--- src/rtl/sexp_bencode_token_parser_top_defines.svh ---
// Assertion macros shared by the bencode token parser RTL.
// No dependencies; included by sbtp_back, the module that carries assertions.
`ifndef SEXP_BENCODE_TOKEN_PARSER_TOP_DEFINES_SVH
`define SEXP_BENCODE_TOKEN_PARSER_TOP_DEFINES_SVH

// Same-cycle implication, disabled in reset.
`define SBTP_ASSERT_NOW(lbl, clk, rst_n, ante, cons, msg) \
    lbl: assert property (@(posedge clk) disable iff (!rst_n) (ante) |-> (cons)) \
        else $error(msg);

// Next-cycle implication, disabled in reset.
`define SBTP_ASSERT_NEXT(lbl, clk, rst_n, ante, cons, msg) \
    lbl: assert property (@(posedge clk) disable iff (!rst_n) (ante) |=> (cons)) \
        else $error(msg);

`endif

--- src/rtl/sbtp_pkg.sv ---
// Shared types and constants of the bencode token parser.
// No dependencies; used by every module of the block.
`default_nettype none

package sbtp_pkg;

    localparam int SBTP_MAX_DEPTH   = 64;
    localparam int SBTP_MAX_DIGITS  = 9;
    localparam int SBTP_QUEUE_DEPTH = 4;
    localparam int VAL_W            = 30;
    localparam int DEPTH_W          = 7;

    localparam logic [DEPTH_W-1:0] DEPTH_LIMIT_RST = 7'd64;
    localparam logic [VAL_W-1:0]   ACC_MAX         = 30'h3FFF_FFFF;

    localparam logic [7:0] CH_S     = 8'h73;
    localparam logic [7:0] CH_E     = 8'h65;
    localparam logic [7:0] CH_I     = 8'h69;
    localparam logic [7:0] CH_COLON = 8'h3A;
    localparam logic [7:0] CH_ZERO  = 8'h30;
    localparam logic [7:0] CH_NINE  = 8'h39;

    typedef enum logic [2:0] {
        TK_OPEN   = 3'd0,
        TK_CLOSE  = 3'd1,
        TK_INT    = 3'd2,
        TK_LEN    = 3'd3,
        TK_BYTE   = 3'd4,
        TK_ACCEPT = 3'd5,
        TK_ERROR  = 3'd6
    } tok_kind_t;

    typedef enum logic [2:0] {
        BC_S     = 3'd0,
        BC_E     = 3'd1,
        BC_I     = 3'd2,
        BC_COLON = 3'd3,
        BC_DIGIT = 3'd4,
        BC_OTHER = 3'd5
    } byte_class_t;

    typedef enum logic [4:0] {
        PH_EXPECT     = 5'b00001,
        PH_INT_FIRST  = 5'b00010,
        PH_INT_DIGITS = 5'b00100,
        PH_LEN_DIGITS = 5'b01000,
        PH_DATA       = 5'b10000
    } phase_t;

    typedef struct packed {
        byte_class_t cls;
        logic [3:0]  digit;
        logic [7:0]  data;
        logic        last;
    } item_t;

    typedef struct packed {
        tok_kind_t          kind;
        logic [VAL_W-1:0]   value;
        logic [DEPTH_W-1:0] depth;
        logic               eor;
    } token_t;

    typedef struct packed {
        logic full;
        logic not_empty;
    } queue_status_t;

endpackage

`default_nettype wire

--- src/rtl/sbtp_front.sv ---
// Front end: accepts input bytes and classifies them for the back end.
// Depends on sbtp_pkg.
`default_nettype none

module sbtp_front (
    input  wire logic                   in_valid,
    output logic                        in_ready,
    input  wire logic [7:0]             in_byte,
    input  wire logic                   in_last,
    input  wire sbtp_pkg::queue_status_t q_status,
    output logic                        push,
    output sbtp_pkg::item_t             push_item
);
    import sbtp_pkg::*;

    logic is_digit;

    assign is_digit = (in_byte >= CH_ZERO) && (in_byte <= CH_NINE);
    assign in_ready = !q_status.full;
    assign push     = in_valid && !q_status.full;

    always_comb
    begin
        push_item.data  = in_byte;
        push_item.last  = in_last;
        // '0'..'9' carry the digit in the low nibble
        push_item.digit = is_digit ? in_byte[3:0] : 4'd0;
        if (in_byte == CH_S)
        begin
            push_item.cls = BC_S;
        end
        else if (in_byte == CH_E)
        begin
            push_item.cls = BC_E;
        end
        else if (in_byte == CH_I)
        begin
            push_item.cls = BC_I;
        end
        else if (in_byte == CH_COLON)
        begin
            push_item.cls = BC_COLON;
        end
        else if (is_digit)
        begin
            push_item.cls = BC_DIGIT;
        end
        else
        begin
            push_item.cls = BC_OTHER;
        end
    end

endmodule

`default_nettype wire

--- src/rtl/sbtp_queue.sv ---
// Short queue of classified items between the front and back ends.
// Depends on sbtp_pkg.
`default_nettype none

module sbtp_queue #(
    parameter int DEPTH = sbtp_pkg::SBTP_QUEUE_DEPTH
) (
    input  wire logic                    clk,
    input  wire logic                    rst_n,
    input  wire logic                    push,
    input  wire sbtp_pkg::item_t         push_item,
    input  wire logic                    pop,
    output sbtp_pkg::item_t              head_item,
    output sbtp_pkg::queue_status_t      q_status
);
    import sbtp_pkg::*;

    localparam int AW = (DEPTH > 1) ? $clog2(DEPTH) : 1;
    localparam int CW = $clog2(DEPTH + 1);
    localparam logic [AW-1:0] LAST_PTR = AW'(DEPTH - 1);
    localparam logic [CW-1:0] FULL_CNT = CW'(DEPTH);

    item_t           slots_reg [DEPTH];
    logic [AW-1:0]   wr_ptr_reg, wr_ptr_next;
    logic [AW-1:0]   rd_ptr_reg, rd_ptr_next;
    logic [CW-1:0]   count_reg, count_next;

    assign head_item          = slots_reg[rd_ptr_reg];
    assign q_status.full      = (count_reg == FULL_CNT);
    assign q_status.not_empty = (count_reg != '0);

    always_comb
    begin
        wr_ptr_next = wr_ptr_reg;
        rd_ptr_next = rd_ptr_reg;
        count_next  = count_reg;
        if (push)
        begin
            wr_ptr_next = (wr_ptr_reg == LAST_PTR) ? '0 : wr_ptr_reg + 1'b1;
        end
        if (pop)
        begin
            rd_ptr_next = (rd_ptr_reg == LAST_PTR) ? '0 : rd_ptr_reg + 1'b1;
        end
        if (push && !pop)
        begin
            count_next = count_reg + 1'b1;
        end
        else if (pop && !push)
        begin
            count_next = count_reg - 1'b1;
        end
    end

    always_ff @(posedge clk or negedge rst_n)
    begin
        if (!rst_n)
        begin
            wr_ptr_reg <= '0;
            rd_ptr_reg <= '0;
            count_reg  <= '0;
        end
        else
        begin
            wr_ptr_reg <= wr_ptr_next;
            rd_ptr_reg <= rd_ptr_next;
            count_reg  <= count_next;
        end
    end

    always_ff @(posedge clk)
    begin
        if (push)
        begin
            slots_reg[wr_ptr_reg] <= push_item;
        end
    end

endmodule

`default_nettype wire

--- src/rtl/sbtp_back.sv ---
// Back end: parser state, token generation and the output register.
// Depends on sbtp_pkg and sexp_bencode_token_parser_top_defines.svh.
`default_nettype none

`include "sexp_bencode_token_parser_top_defines.svh"

module sbtp_back #(
    parameter int MAX_DIGITS = sbtp_pkg::SBTP_MAX_DIGITS
) (
    input  wire logic                          clk,
    input  wire logic                          rst_n,
    input  wire logic                          cfg_we,
    input  wire logic [sbtp_pkg::DEPTH_W-1:0]  cfg_wdata,
    input  wire sbtp_pkg::item_t               item,
    input  wire logic                          item_valid,
    output logic                               pop,
    input  wire logic                          out_ready,
    output logic                               out_valid,
    output sbtp_pkg::token_t                   out_tok
);
    import sbtp_pkg::*;

    localparam int DCW = $clog2(MAX_DIGITS + 1);
    localparam logic [DCW-1:0] MAX_CNT = DCW'(MAX_DIGITS);
    localparam int LimCap = (SBTP_MAX_DEPTH > 127) ? 127 : SBTP_MAX_DEPTH;
    localparam logic [DEPTH_W-1:0] LIM_CAP = DEPTH_W'(LimCap);

    // parser state
    phase_t             phase_reg, phase_next;
    logic [VAL_W-1:0]   acc_reg, acc_next;
    logic [DCW-1:0]     cnt_reg, cnt_next;
    logic [VAL_W-1:0]   rem_reg, rem_next;
    logic [DEPTH_W-1:0] depth_reg, depth_next;
    logic               lz_reg, lz_next;
    logic               top_done_reg, top_done_next;
    logic               err_reg, err_next;
    logic [DEPTH_W-1:0] depth_limit_reg;

    // output side
    logic   out_valid_reg, out_valid_next;
    token_t out_tok_reg, out_tok_next;
    logic   pend_valid_reg, pend_valid_next;
    token_t pend_tok_reg, pend_tok_next;

    logic [DEPTH_W-1:0] limit;
    logic [VAL_W+4:0]   prod;
    logic [VAL_W-1:0]   acc_step;
    logic [VAL_W-1:0]   rem_dec;
    logic               digit_ok;
    logic               done;
    logic               a_vld;
    token_t             tok_a;
    token_t             tok_fin;
    token_t             tok_first;
    logic [1:0]         ntok;
    logic               slot_free;
    logic               good;

    assign limit    = (depth_limit_reg < LIM_CAP) ? depth_limit_reg : LIM_CAP;
    assign prod     = ({5'd0, acc_reg} << 3) + ({5'd0, acc_reg} << 1)
                    + {31'd0, item.digit};
    assign acc_step = (prod > {5'd0, ACC_MAX}) ? ACC_MAX : prod[VAL_W-1:0];
    assign digit_ok = (item.cls == BC_DIGIT) && !lz_reg && (cnt_reg < MAX_CNT);
    assign rem_dec  = (rem_reg != '0) ? rem_reg - 1'b1 : rem_reg;

    // next parser state for the head item
    always_comb
    begin
        phase_next    = phase_reg;
        acc_next      = acc_reg;
        cnt_next      = cnt_reg;
        rem_next      = rem_reg;
        depth_next    = depth_reg;
        lz_next       = lz_reg;
        top_done_next = top_done_reg;
        err_next      = err_reg;
        done          = 1'b0;
        a_vld         = 1'b0;
        tok_a.kind    = TK_OPEN;
        tok_a.value   = '0;
        tok_a.eor     = 1'b0;
        if (!err_reg)
        begin
            unique case (phase_reg)
                PH_EXPECT:
                begin
                    if (top_done_reg)
                    begin
                        err_next = 1'b1;
                    end
                    else
                    begin
                        unique case (item.cls)
                            BC_S:
                            begin
                                if (depth_reg >= limit)
                                begin
                                    err_next = 1'b1;
                                end
                                else
                                begin
                                    depth_next = depth_reg + 1'b1;
                                    a_vld      = 1'b1;
                                    tok_a.kind = TK_OPEN;
                                end
                            end
                            BC_E:
                            begin
                                if (depth_reg == '0)
                                begin
                                    err_next = 1'b1;
                                end
                                else
                                begin
                                    depth_next = depth_reg - 1'b1;
                                    a_vld      = 1'b1;
                                    tok_a.kind = TK_CLOSE;
                                    done       = 1'b1;
                                end
                            end
                            BC_I:
                            begin
                                phase_next = PH_INT_FIRST;
                            end
                            BC_DIGIT:
                            begin
                                phase_next = PH_LEN_DIGITS;
                                acc_next   = VAL_W'(item.digit);
                                cnt_next   = DCW'(1);
                                lz_next    = (item.digit == 4'd0);
                            end
                            default:
                            begin
                                err_next = 1'b1;
                            end
                        endcase
                    end
                end
                PH_INT_FIRST:
                begin
                    if (item.cls == BC_DIGIT)
                    begin
                        phase_next = PH_INT_DIGITS;
                        acc_next   = VAL_W'(item.digit);
                        cnt_next   = DCW'(1);
                        lz_next    = (item.digit == 4'd0);
                    end
                    else
                    begin
                        err_next = 1'b1;
                    end
                end
                PH_INT_DIGITS:
                begin
                    if (item.cls == BC_E)
                    begin
                        a_vld       = 1'b1;
                        tok_a.kind  = TK_INT;
                        tok_a.value = acc_reg;
                        done        = 1'b1;
                    end
                    else if (digit_ok)
                    begin
                        acc_next = acc_step;
                        cnt_next = cnt_reg + 1'b1;
                    end
                    else
                    begin
                        err_next = 1'b1;
                    end
                end
                PH_LEN_DIGITS:
                begin
                    if (item.cls == BC_COLON)
                    begin
                        a_vld       = 1'b1;
                        tok_a.kind  = TK_LEN;
                        tok_a.value = acc_reg;
                        if (acc_reg == '0)
                        begin
                            done = 1'b1;
                        end
                        else
                        begin
                            rem_next   = acc_reg;
                            acc_next   = '0;
                            cnt_next   = '0;
                            lz_next    = 1'b0;
                            phase_next = PH_DATA;
                        end
                    end
                    else if (digit_ok)
                    begin
                        acc_next = acc_step;
                        cnt_next = cnt_reg + 1'b1;
                    end
                    else
                    begin
                        err_next = 1'b1;
                    end
                end
                PH_DATA:
                begin
                    a_vld       = 1'b1;
                    tok_a.kind  = TK_BYTE;
                    tok_a.value = VAL_W'(item.data);
                    rem_next    = rem_dec;
                    done        = (rem_dec == '0);
                end
                default:
                begin
                    err_next = 1'b1;
                end
            endcase
        end
        if (done)
        begin
            phase_next = PH_EXPECT;
            acc_next   = '0;
            cnt_next   = '0;
            lz_next    = 1'b0;
            if (depth_next == '0)
            begin
                top_done_next = 1'b1;
            end
        end
        tok_a.depth = depth_next;

        // verdict at the last byte, taken before the clear
        good          = !err_next && (phase_next == PH_EXPECT) && (depth_next == '0)
                      && top_done_next;
        tok_fin.kind  = good ? TK_ACCEPT : TK_ERROR;
        tok_fin.value = '0;
        tok_fin.depth = depth_next;
        tok_fin.eor   = 1'b1;
        if (item.last)
        begin
            phase_next    = PH_EXPECT;
            acc_next      = '0;
            cnt_next      = '0;
            rem_next      = '0;
            depth_next    = '0;
            lz_next       = 1'b0;
            top_done_next = 1'b0;
            err_next      = 1'b0;
        end
    end

    // token slots and the pop decision
    always_comb
    begin
        ntok      = {1'b0, a_vld} + {1'b0, item.last};
        tok_first = a_vld ? tok_a : tok_fin;
        if (a_vld)
        begin
            tok_first.eor = !item.last;
        end
        slot_free = !out_valid_reg || out_ready;
        pop       = item_valid && !pend_valid_reg && ((ntok == 2'd0) || slot_free);

        out_valid_next  = out_valid_reg && !out_ready;
        out_tok_next    = out_tok_reg;
        pend_valid_next = pend_valid_reg;
        pend_tok_next   = pend_tok_reg;
        if (pend_valid_reg)
        begin
            // drain the second token of the previous item first
            if (slot_free)
            begin
                out_valid_next  = 1'b1;
                out_tok_next    = pend_tok_reg;
                pend_valid_next = 1'b0;
            end
        end
        else if (pop && (ntok != 2'd0))
        begin
            out_valid_next = 1'b1;
            out_tok_next   = tok_first;
            if (ntok == 2'd2)
            begin
                pend_valid_next = 1'b1;
                pend_tok_next   = tok_fin;
            end
        end
    end

    always_ff @(posedge clk or negedge rst_n)
    begin
        if (!rst_n)
        begin
            phase_reg       <= PH_EXPECT;
            acc_reg         <= '0;
            cnt_reg         <= '0;
            rem_reg         <= '0;
            depth_reg       <= '0;
            lz_reg          <= 1'b0;
            top_done_reg    <= 1'b0;
            err_reg         <= 1'b0;
            depth_limit_reg <= DEPTH_LIMIT_RST;
            out_valid_reg   <= 1'b0;
            pend_valid_reg  <= 1'b0;
        end
        else
        begin
            if (pop)
            begin
                phase_reg    <= phase_next;
                acc_reg      <= acc_next;
                cnt_reg      <= cnt_next;
                rem_reg      <= rem_next;
                depth_reg    <= depth_next;
                lz_reg       <= lz_next;
                top_done_reg <= top_done_next;
                err_reg      <= err_next;
            end
            if (cfg_we)
            begin
                depth_limit_reg <= cfg_wdata;
            end
            out_valid_reg  <= out_valid_next;
            pend_valid_reg <= pend_valid_next;
        end
    end

    always_ff @(posedge clk)
    begin
        out_tok_reg  <= out_tok_next;
        pend_tok_reg <= pend_tok_next;
    end

    assign out_valid = out_valid_reg;
    assign out_tok   = out_tok_reg;

    `SBTP_ASSERT_NOW(a_pend_behind_out, clk, rst_n, pend_valid_reg, out_valid_reg, "pending token without a token in the output register")
    `SBTP_ASSERT_NOW(a_no_pop_while_pend, clk, rst_n, pend_valid_reg, !pop, "item taken while a second token still waits")
    `SBTP_ASSERT_NEXT(a_clear_after_last, clk, rst_n, pop && item.last, (phase_reg == PH_EXPECT) && (depth_reg == '0) && !err_reg && !top_done_reg, "state not cleared after the last byte")
    `SBTP_ASSERT_NEXT(a_error_sticks, clk, rst_n, pop && err_reg && !item.last, err_reg && $stable(depth_reg), "error state left before the last byte")

endmodule

`default_nettype wire

--- src/rtl/sexp_bencode_token_parser_top.sv ---
// Top level of the bencode token parser: front end, item queue, back end.
// Depends on sbtp_pkg, sbtp_front, sbtp_queue and sbtp_back.
//
//   channel  direction  handshake            payload
//   in       in         in_valid/in_ready    in_byte, in_last
//   out      out        out_valid/out_ready  token_kind, token_value, nest_depth, end_of_run
//   cfg      in         cfg_we               cfg_wdata (depth_limit)
//
// One input byte per cycle while in_ready is high; a last byte that also yields a token
// gives two tokens, the second held in a pending slot behind the one output port.
// The first token of a byte is presented from the output register; the byte itself
// waits in a queue slot before the back end takes it.
// Reset clears the parser state and the queue and sets depth_limit to 64.
// A stalled output fills the queue; in_ready drops only when the queue is full.
`default_nettype none

module sexp_bencode_token_parser_top #(
    parameter int MAX_DIGITS  = sbtp_pkg::SBTP_MAX_DIGITS,
    parameter int QUEUE_DEPTH = sbtp_pkg::SBTP_QUEUE_DEPTH
) (
    input  wire logic                         clk,
    input  wire logic                         rst_n,
    input  wire logic                         cfg_we,
    input  wire logic [sbtp_pkg::DEPTH_W-1:0] cfg_wdata,
    input  wire logic                         in_valid,
    output logic                              in_ready,
    input  wire logic [7:0]                   in_byte,
    input  wire logic                         in_last,
    output logic                              out_valid,
    input  wire logic                         out_ready,
    output logic [2:0]                        token_kind,
    output logic [sbtp_pkg::VAL_W-1:0]        token_value,
    output logic [sbtp_pkg::DEPTH_W-1:0]      nest_depth,
    output logic                              end_of_run
);
    import sbtp_pkg::*;

    queue_status_t q_status;
    logic          push;
    item_t         push_item;
    item_t         head_item;
    logic          pop;
    token_t        tok;

    sbtp_front u_front (
        .in_valid  (in_valid),
        .in_ready  (in_ready),
        .in_byte   (in_byte),
        .in_last   (in_last),
        .q_status  (q_status),
        .push      (push),
        .push_item (push_item)
    );

    sbtp_queue #(
        .DEPTH (QUEUE_DEPTH)
    ) u_queue (
        .clk       (clk),
        .rst_n     (rst_n),
        .push      (push),
        .push_item (push_item),
        .pop       (pop),
        .head_item (head_item),
        .q_status  (q_status)
    );

    sbtp_back #(
        .MAX_DIGITS (MAX_DIGITS)
    ) u_back (
        .clk        (clk),
        .rst_n      (rst_n),
        .cfg_we     (cfg_we),
        .cfg_wdata  (cfg_wdata),
        .item       (head_item),
        .item_valid (q_status.not_empty),
        .pop        (pop),
        .out_ready  (out_ready),
        .out_valid  (out_valid),
        .out_tok    (tok)
    );

    assign token_kind  = tok.kind;
    assign token_value = tok.value;
    assign nest_depth  = tok.depth;
    assign end_of_run  = tok.eor;

endmodule

`default_nettype wire
--- config.mk ---
export PLATFORM = sky130hd
export DESIGN_NAME = sexp_bencode_token_parser_top
export DESIGN_NICKNAME = d
export VERILOG_FILES = /design/src/rtl/sbtp_pkg.sv /design/src/rtl/sbtp_front.sv /design/src/rtl/sbtp_queue.sv /design/src/rtl/sbtp_back.sv /design/src/rtl/sexp_bencode_token_parser_top.sv
export VERILOG_INCLUDE_DIRS = /design/src /design/src/rtl
export SDC_FILE = /design/constraint.sdc
export NUM_CORES = 1
export LEC_CHECK = 0
export BUFFER_PORTS_ARGS = -buffer_cell sky130_fd_sc_hd__buf_4
export CORE_MARGIN = 1.5
export CORE_UTILIZATION = 25
export CTS_BUF_LIST = sky130_fd_sc_hd__clkbuf_8 sky130_fd_sc_hd__clkbuf_16
export CTS_CLUSTER_DIAMETER = 60
export CTS_CLUSTER_SIZE = 40
export DETAILED_ROUTE_END_ITERATION = 10
export SETUP_SLACK_MARGIN = 0.5
export SLEW_MARGIN = 20
export SYNTH_ARGS = -nofsm -noshare
export SYNTH_HDL_FRONTEND = slang
export SYNTH_HIERARCHICAL = 1
export SYNTH_SLANG_ARGS = --single-unit
--- constraint.sdc ---
create_clock -name clk -period 6.8 [get_ports clk]
set_clock_uncertainty 0.05 [all_clocks]
set_input_delay 0.34 -clock clk [delete_from_list [all_inputs] [get_ports clk]]
set_output_delay 0.34 -clock clk [all_outputs]
set_load 0.005 [all_outputs]
==> impl_summary.txt <==
----------------------------------------------------
[Logic synthesis]
  Synthesized area ... 12,900 sq um
  Library cell with the largest summed area after synthesis ... sky130_fd_sc_hd__edfxtp_1
  Synth top area cells ... sky130_fd_sc_hd__edfxtp_1 (27%), sky130_fd_sc_hd__dfrtp_1 (18%), sky130_fd_sc_hd__ha_1 (7.5%), sky130_fd_sc_hd__o21ai_0 (3.6%), sky130_fd_sc_hd__nand2_1 (3.5%)
  Per-instance average area after synthesis ... between 10 and 15 sq um
  Async set-or-reset flop fraction in the synthesized netlist ... a little under half
  Area share of the leading cell type in the synthesized netlist ... 26.5%
  Total nets after synthesis ... 1,382
  Seq cells post-synth ... 209
  Yosys warning count ... 6
  Seq/Total Area, Yosys ... between 40 and 50%
  Number of instances in the synthesized netlist ... between 1k and 1.5k
  Commonest register cell after synthesis ... sky130_fd_sc_hd__edfxtp_1
  Synth cell types ... between 80 and 90
  Number of synthesized flops with an enable pin ... between 100 and 150

[Clock tree]
  Root Buffer Master ... sky130_fd_sc_hd__clkbuf_16
  Clock buffer count from CTS ... 22
  Hold buffer count at cts ... 18
  Post-cts resize count ... 0
  Clock transition time at the flip-flop clock pins of the worst setup and hold paths ... roughly 0.11 ns
  Sinks on the clock net ... ~210
  Buffers from clock root to sink, at most ... 3
  Number of H-tree levels ... 1
  Skew-Pair Late Insertion Delay ... approximately 0.56 ns
  Number of buffers inserted by post-CTS setup repair ... 0
  TritonCTS clock tree ... built

[Finish]
  Layout cells sized above 1 ... about an eighth
  Max FFs per register ... between 60 and 70
  Final standard cell utilization of the core ... 29.3%
  # nets final ... between 1k and 1.5k
  FILL cells ... 5,214
  # diodes ... 0
  Cell area after layout ... ~15,000 sq um
  Area delta synth->final ... 16.4%

[Worst setup path]
  Arrival @ worst endpoint ... approximately 5.9 ns
  Endpoint kind of the worst setup timing path ... register
  Delay of the slowest cell on the worst path ... slightly above 0.7 ns
  Critical Path Start Type ... register
  Largest fanout on the critical path ... 18
  Slowest stage cell, crit path ... sky130_fd_sc_hd__mux4_1
  Critical Path Source ... u_queue/rd_ptr_reg[0]$_DFFE_PN0P_
  Critical path class ... register to register
  Critical path data required time ... about 7.2 ns
  CP bufs+invs ... 1
  Worst-path cell chain ... mux4_1 > fa_1 > fa_1 > a211oi_1 > o21ai_0 > a311oi_1 > nor4b_1 > o21ai_0 > xnor2_1 > buf_4 > a21boi_0 > nand4_1 > o221ai_1 > nand2_1
  Delay-heaviest family, CP ... compound AO/OA/AOI/OAI gates
  Worst R2R Start ... u_queue/rd_ptr_reg[0]$_DFFE_PN0P_

[Placed design]
  GP Congestion ... slightly below 0.9
  Number of input and output port buffers inserted ... 63
  Final HPWL from detailed placement ... 24.6 mm
  Cell area reported after detailed placement ... ~14,000 sq um

[Power]
  Ratio of total power to cell area ... around 320 nW/um^2
  Worst IR drop on VDD ... ~0.22 mV
  Leakage ... 6.21 nW

[Status]
  Run status ... finished, final reports clean

[Drt]
  Antenna-violating nets left ... 0
  Vias per cell ... 5.17
  Routed vias ... about 10k
  Number of DRC violations after detailed-routing iteration 0 ... roughly 940
  Final WL ... around 36 mm
  Number of detailed-routing iterations run before antenna repair ... 5
  Post-route DRC ... 0
  Per-cell routed wire length ... about 18 um

[Timing]
  Pins over their slew limit ... 0
  Slew of the pin with the lowest slew margin ... a little over 1 ns
  Final period util ... between 80% and 90%
  Worst hold slack ... a little under 0.06 ns
  Worst rel slew slack ... 30.3%
  Setup-failing EPs final ... 0
  Min Clock Period, post-route ... around 5.6 ns
  RSZ-0062 raised after global routing ... no
  Setup total negative slack ... 0 ns
  Highest achievable clock rate ... about 180 MHz
  Final hold vios ... 0

[Die]
  Horizontal die dimension ... approximately 230 um
  Initial core utilization ... 25.2%
  CORE AREA ... 51,200 sq um
  Number of core rows ... slightly above 80
  Die area ... approximately 53,000 sq um
  Io pins ... between 60 and 70
  Chip Height ... 230 um

[Min path]
  Worst Hold Launch ... cfg_we
  Hold Crit Class ... input pin to register

[Global routing]
  Grt ovf ... 0
  Number of antenna violations at the first check in global routing ... 0
  Global-route wire length before repair ... about 57 mm
  Global Route Usage Sum ... 13.3%
  Number of global-route vias before repair ... roughly 10k
  Largest net degree at the start of global routing ... 71

[Job]
  Max-cap violations ... 0

----------------------------------------------------
[through the flow]
stage / power [W] / worst slack, ns / cells
after floorplan: 0.00289 / 1.86 / 1281
after global placement: 0.00341 / 1.36 / 1961
after detailed placement: 0.00344 / 1.27 / 1961
after CTS: 0.00485 / 1.19 / 2019
after global routing: 0.00509 / 0.796 / 2019
final: 0.00482 / 1.22 / 2019
[path summary, 6_finish.rpt]
kind                       slack [ns]  depth (start not counted)                               endpoint
min in group asynchronous        0.20                          2        u_back/pend_valid_reg$_DFF_PN0_
hold / removal                   0.06                          2  u_back/depth_limit_reg[4]$_DFFE_PN0P_
hold reg to reg                  0.47                          1  u_back/depth_limit_reg[2]$_DFFE_PN0P_
max in group asynchronous        5.19                          3          u_back/acc_reg[7]$_DFFE_PN0P_
setup / recovery                 1.22                         14         u_back/acc_reg[27]$_DFFE_PN0P_
setup reg to reg                 1.22                         14         u_back/acc_reg[27]$_DFFE_PN0P_
[cells in the mapped netlist, drive strengths merged, types with 10 or more instances]
master and number:
a211oi 10, a21o 18, a21oi 87, a22oi 11
a31oi 24, and2 15, and3 30, buf 20
clkbuf 55, dfrtp 93, edfxtp 114, ha 77
inv 39, mux2 15, mux4 16, nand2 122
nand3 24, nand4 17, nor2 94, nor3 35
nor4 26, o211ai 10, o21a 10, o21ai 108
o221ai 12, o22ai 12, o31ai 15, or3 19
xnor2 21, xor2 16
[routing by layer]
metal	vias to the layer above	wire length [um]	share of wire (%)	global-route usage, %
met5	-	0	0	0
li1	4959	-	-	-
met1	5042	15900	45	17.8
met4	0	1150	3.2	4.78
met2	356	16200	46	21.3
met3	72	2330	6.6	2.64
[placed cells by master (no fill, tap or decap), types with 12 or more instances in the layout]
master | netlist | final
sky130_fd_sc_hd__nand2_1 | 122 | 122
sky130_fd_sc_hd__edfxtp_1 | 114 | 114
sky130_fd_sc_hd__nor2_1 | 94 | 93
sky130_fd_sc_hd__dfrtp_1 | 93 | 93
sky130_fd_sc_hd__o21ai_0 | 92 | 92
sky130_fd_sc_hd__a21oi_1 | 87 | 87
sky130_fd_sc_hd__ha_1 | 77 | 77
sky130_fd_sc_hd__buf_4 | 9 | 75
sky130_fd_sc_hd__inv_1 | 39 | 39
sky130_fd_sc_hd__nor3_1 | 34 | 32
sky130_fd_sc_hd__and3_1 | 30 | 30
sky130_fd_sc_hd__nand3_1 | 24 | 24
sky130_fd_sc_hd__clkbuf_16 | 0 | 23
sky130_fd_sc_hd__a31oi_1 | 23 | 23
sky130_fd_sc_hd__nor4_1 | 22 | 22
sky130_fd_sc_hd__xnor2_1 | 21 | 21
sky130_fd_sc_hd__or3_1 | 19 | 19
sky130_fd_sc_hd__dlygate4sd3_1 | 0 | 18
sky130_fd_sc_hd__a21o_1 | 17 | 17
sky130_fd_sc_hd__nand4_1 | 17 | 17
sky130_fd_sc_hd__xor2_1 | 16 | 16
sky130_fd_sc_hd__mux2_2 | 15 | 15
sky130_fd_sc_hd__o21ai_1 | 16 | 15
sky130_fd_sc_hd__o31ai_1 | 14 | 13
sky130_fd_sc_hd__and2_1 | 12 | 12
sky130_fd_sc_hd__o221ai_1 | 12 | 12
[power by group]
part	internal [W]	total, W	switching [W]
sequential	0.00162	0.00179	0.000173
clock	0.000734	0.00139	0.000659
combinational	0.000625	0.00163	0.00100
total	0.00298	0.00482	0.00184
[cells by family (layout without fill, tap and decap cells)]
kind of cell / count (synthesis) / count (layout) / share of synthesized area, %
flops: 209 / 209 / 45.0
compound gates: 374 / 374 / 18.6
mux: 33 / 33 / 4.49
buf+inv: 114 / 172 / 4.14
fa+ha+maj: 80 / 80 / 7.93
xor+xnor: 37 / 37 / 2.51
simple gates: 434 / 434 / 17.4
[final cells by class]
class	count	area (sq um)	share of cell area (%)
Clock inverter	16	282	1.88
Inverter	39	146	0.975
Clock buffer	24	589	3.92
Tap cell	680	851	5.67
Timing Repair Buffer	93	743	4.95
Sequential cell	209	5800	38.7
Multi-Input combinational cell	958	6600	44.0
No activity file was read; power rests on OpenSTA's default activity.
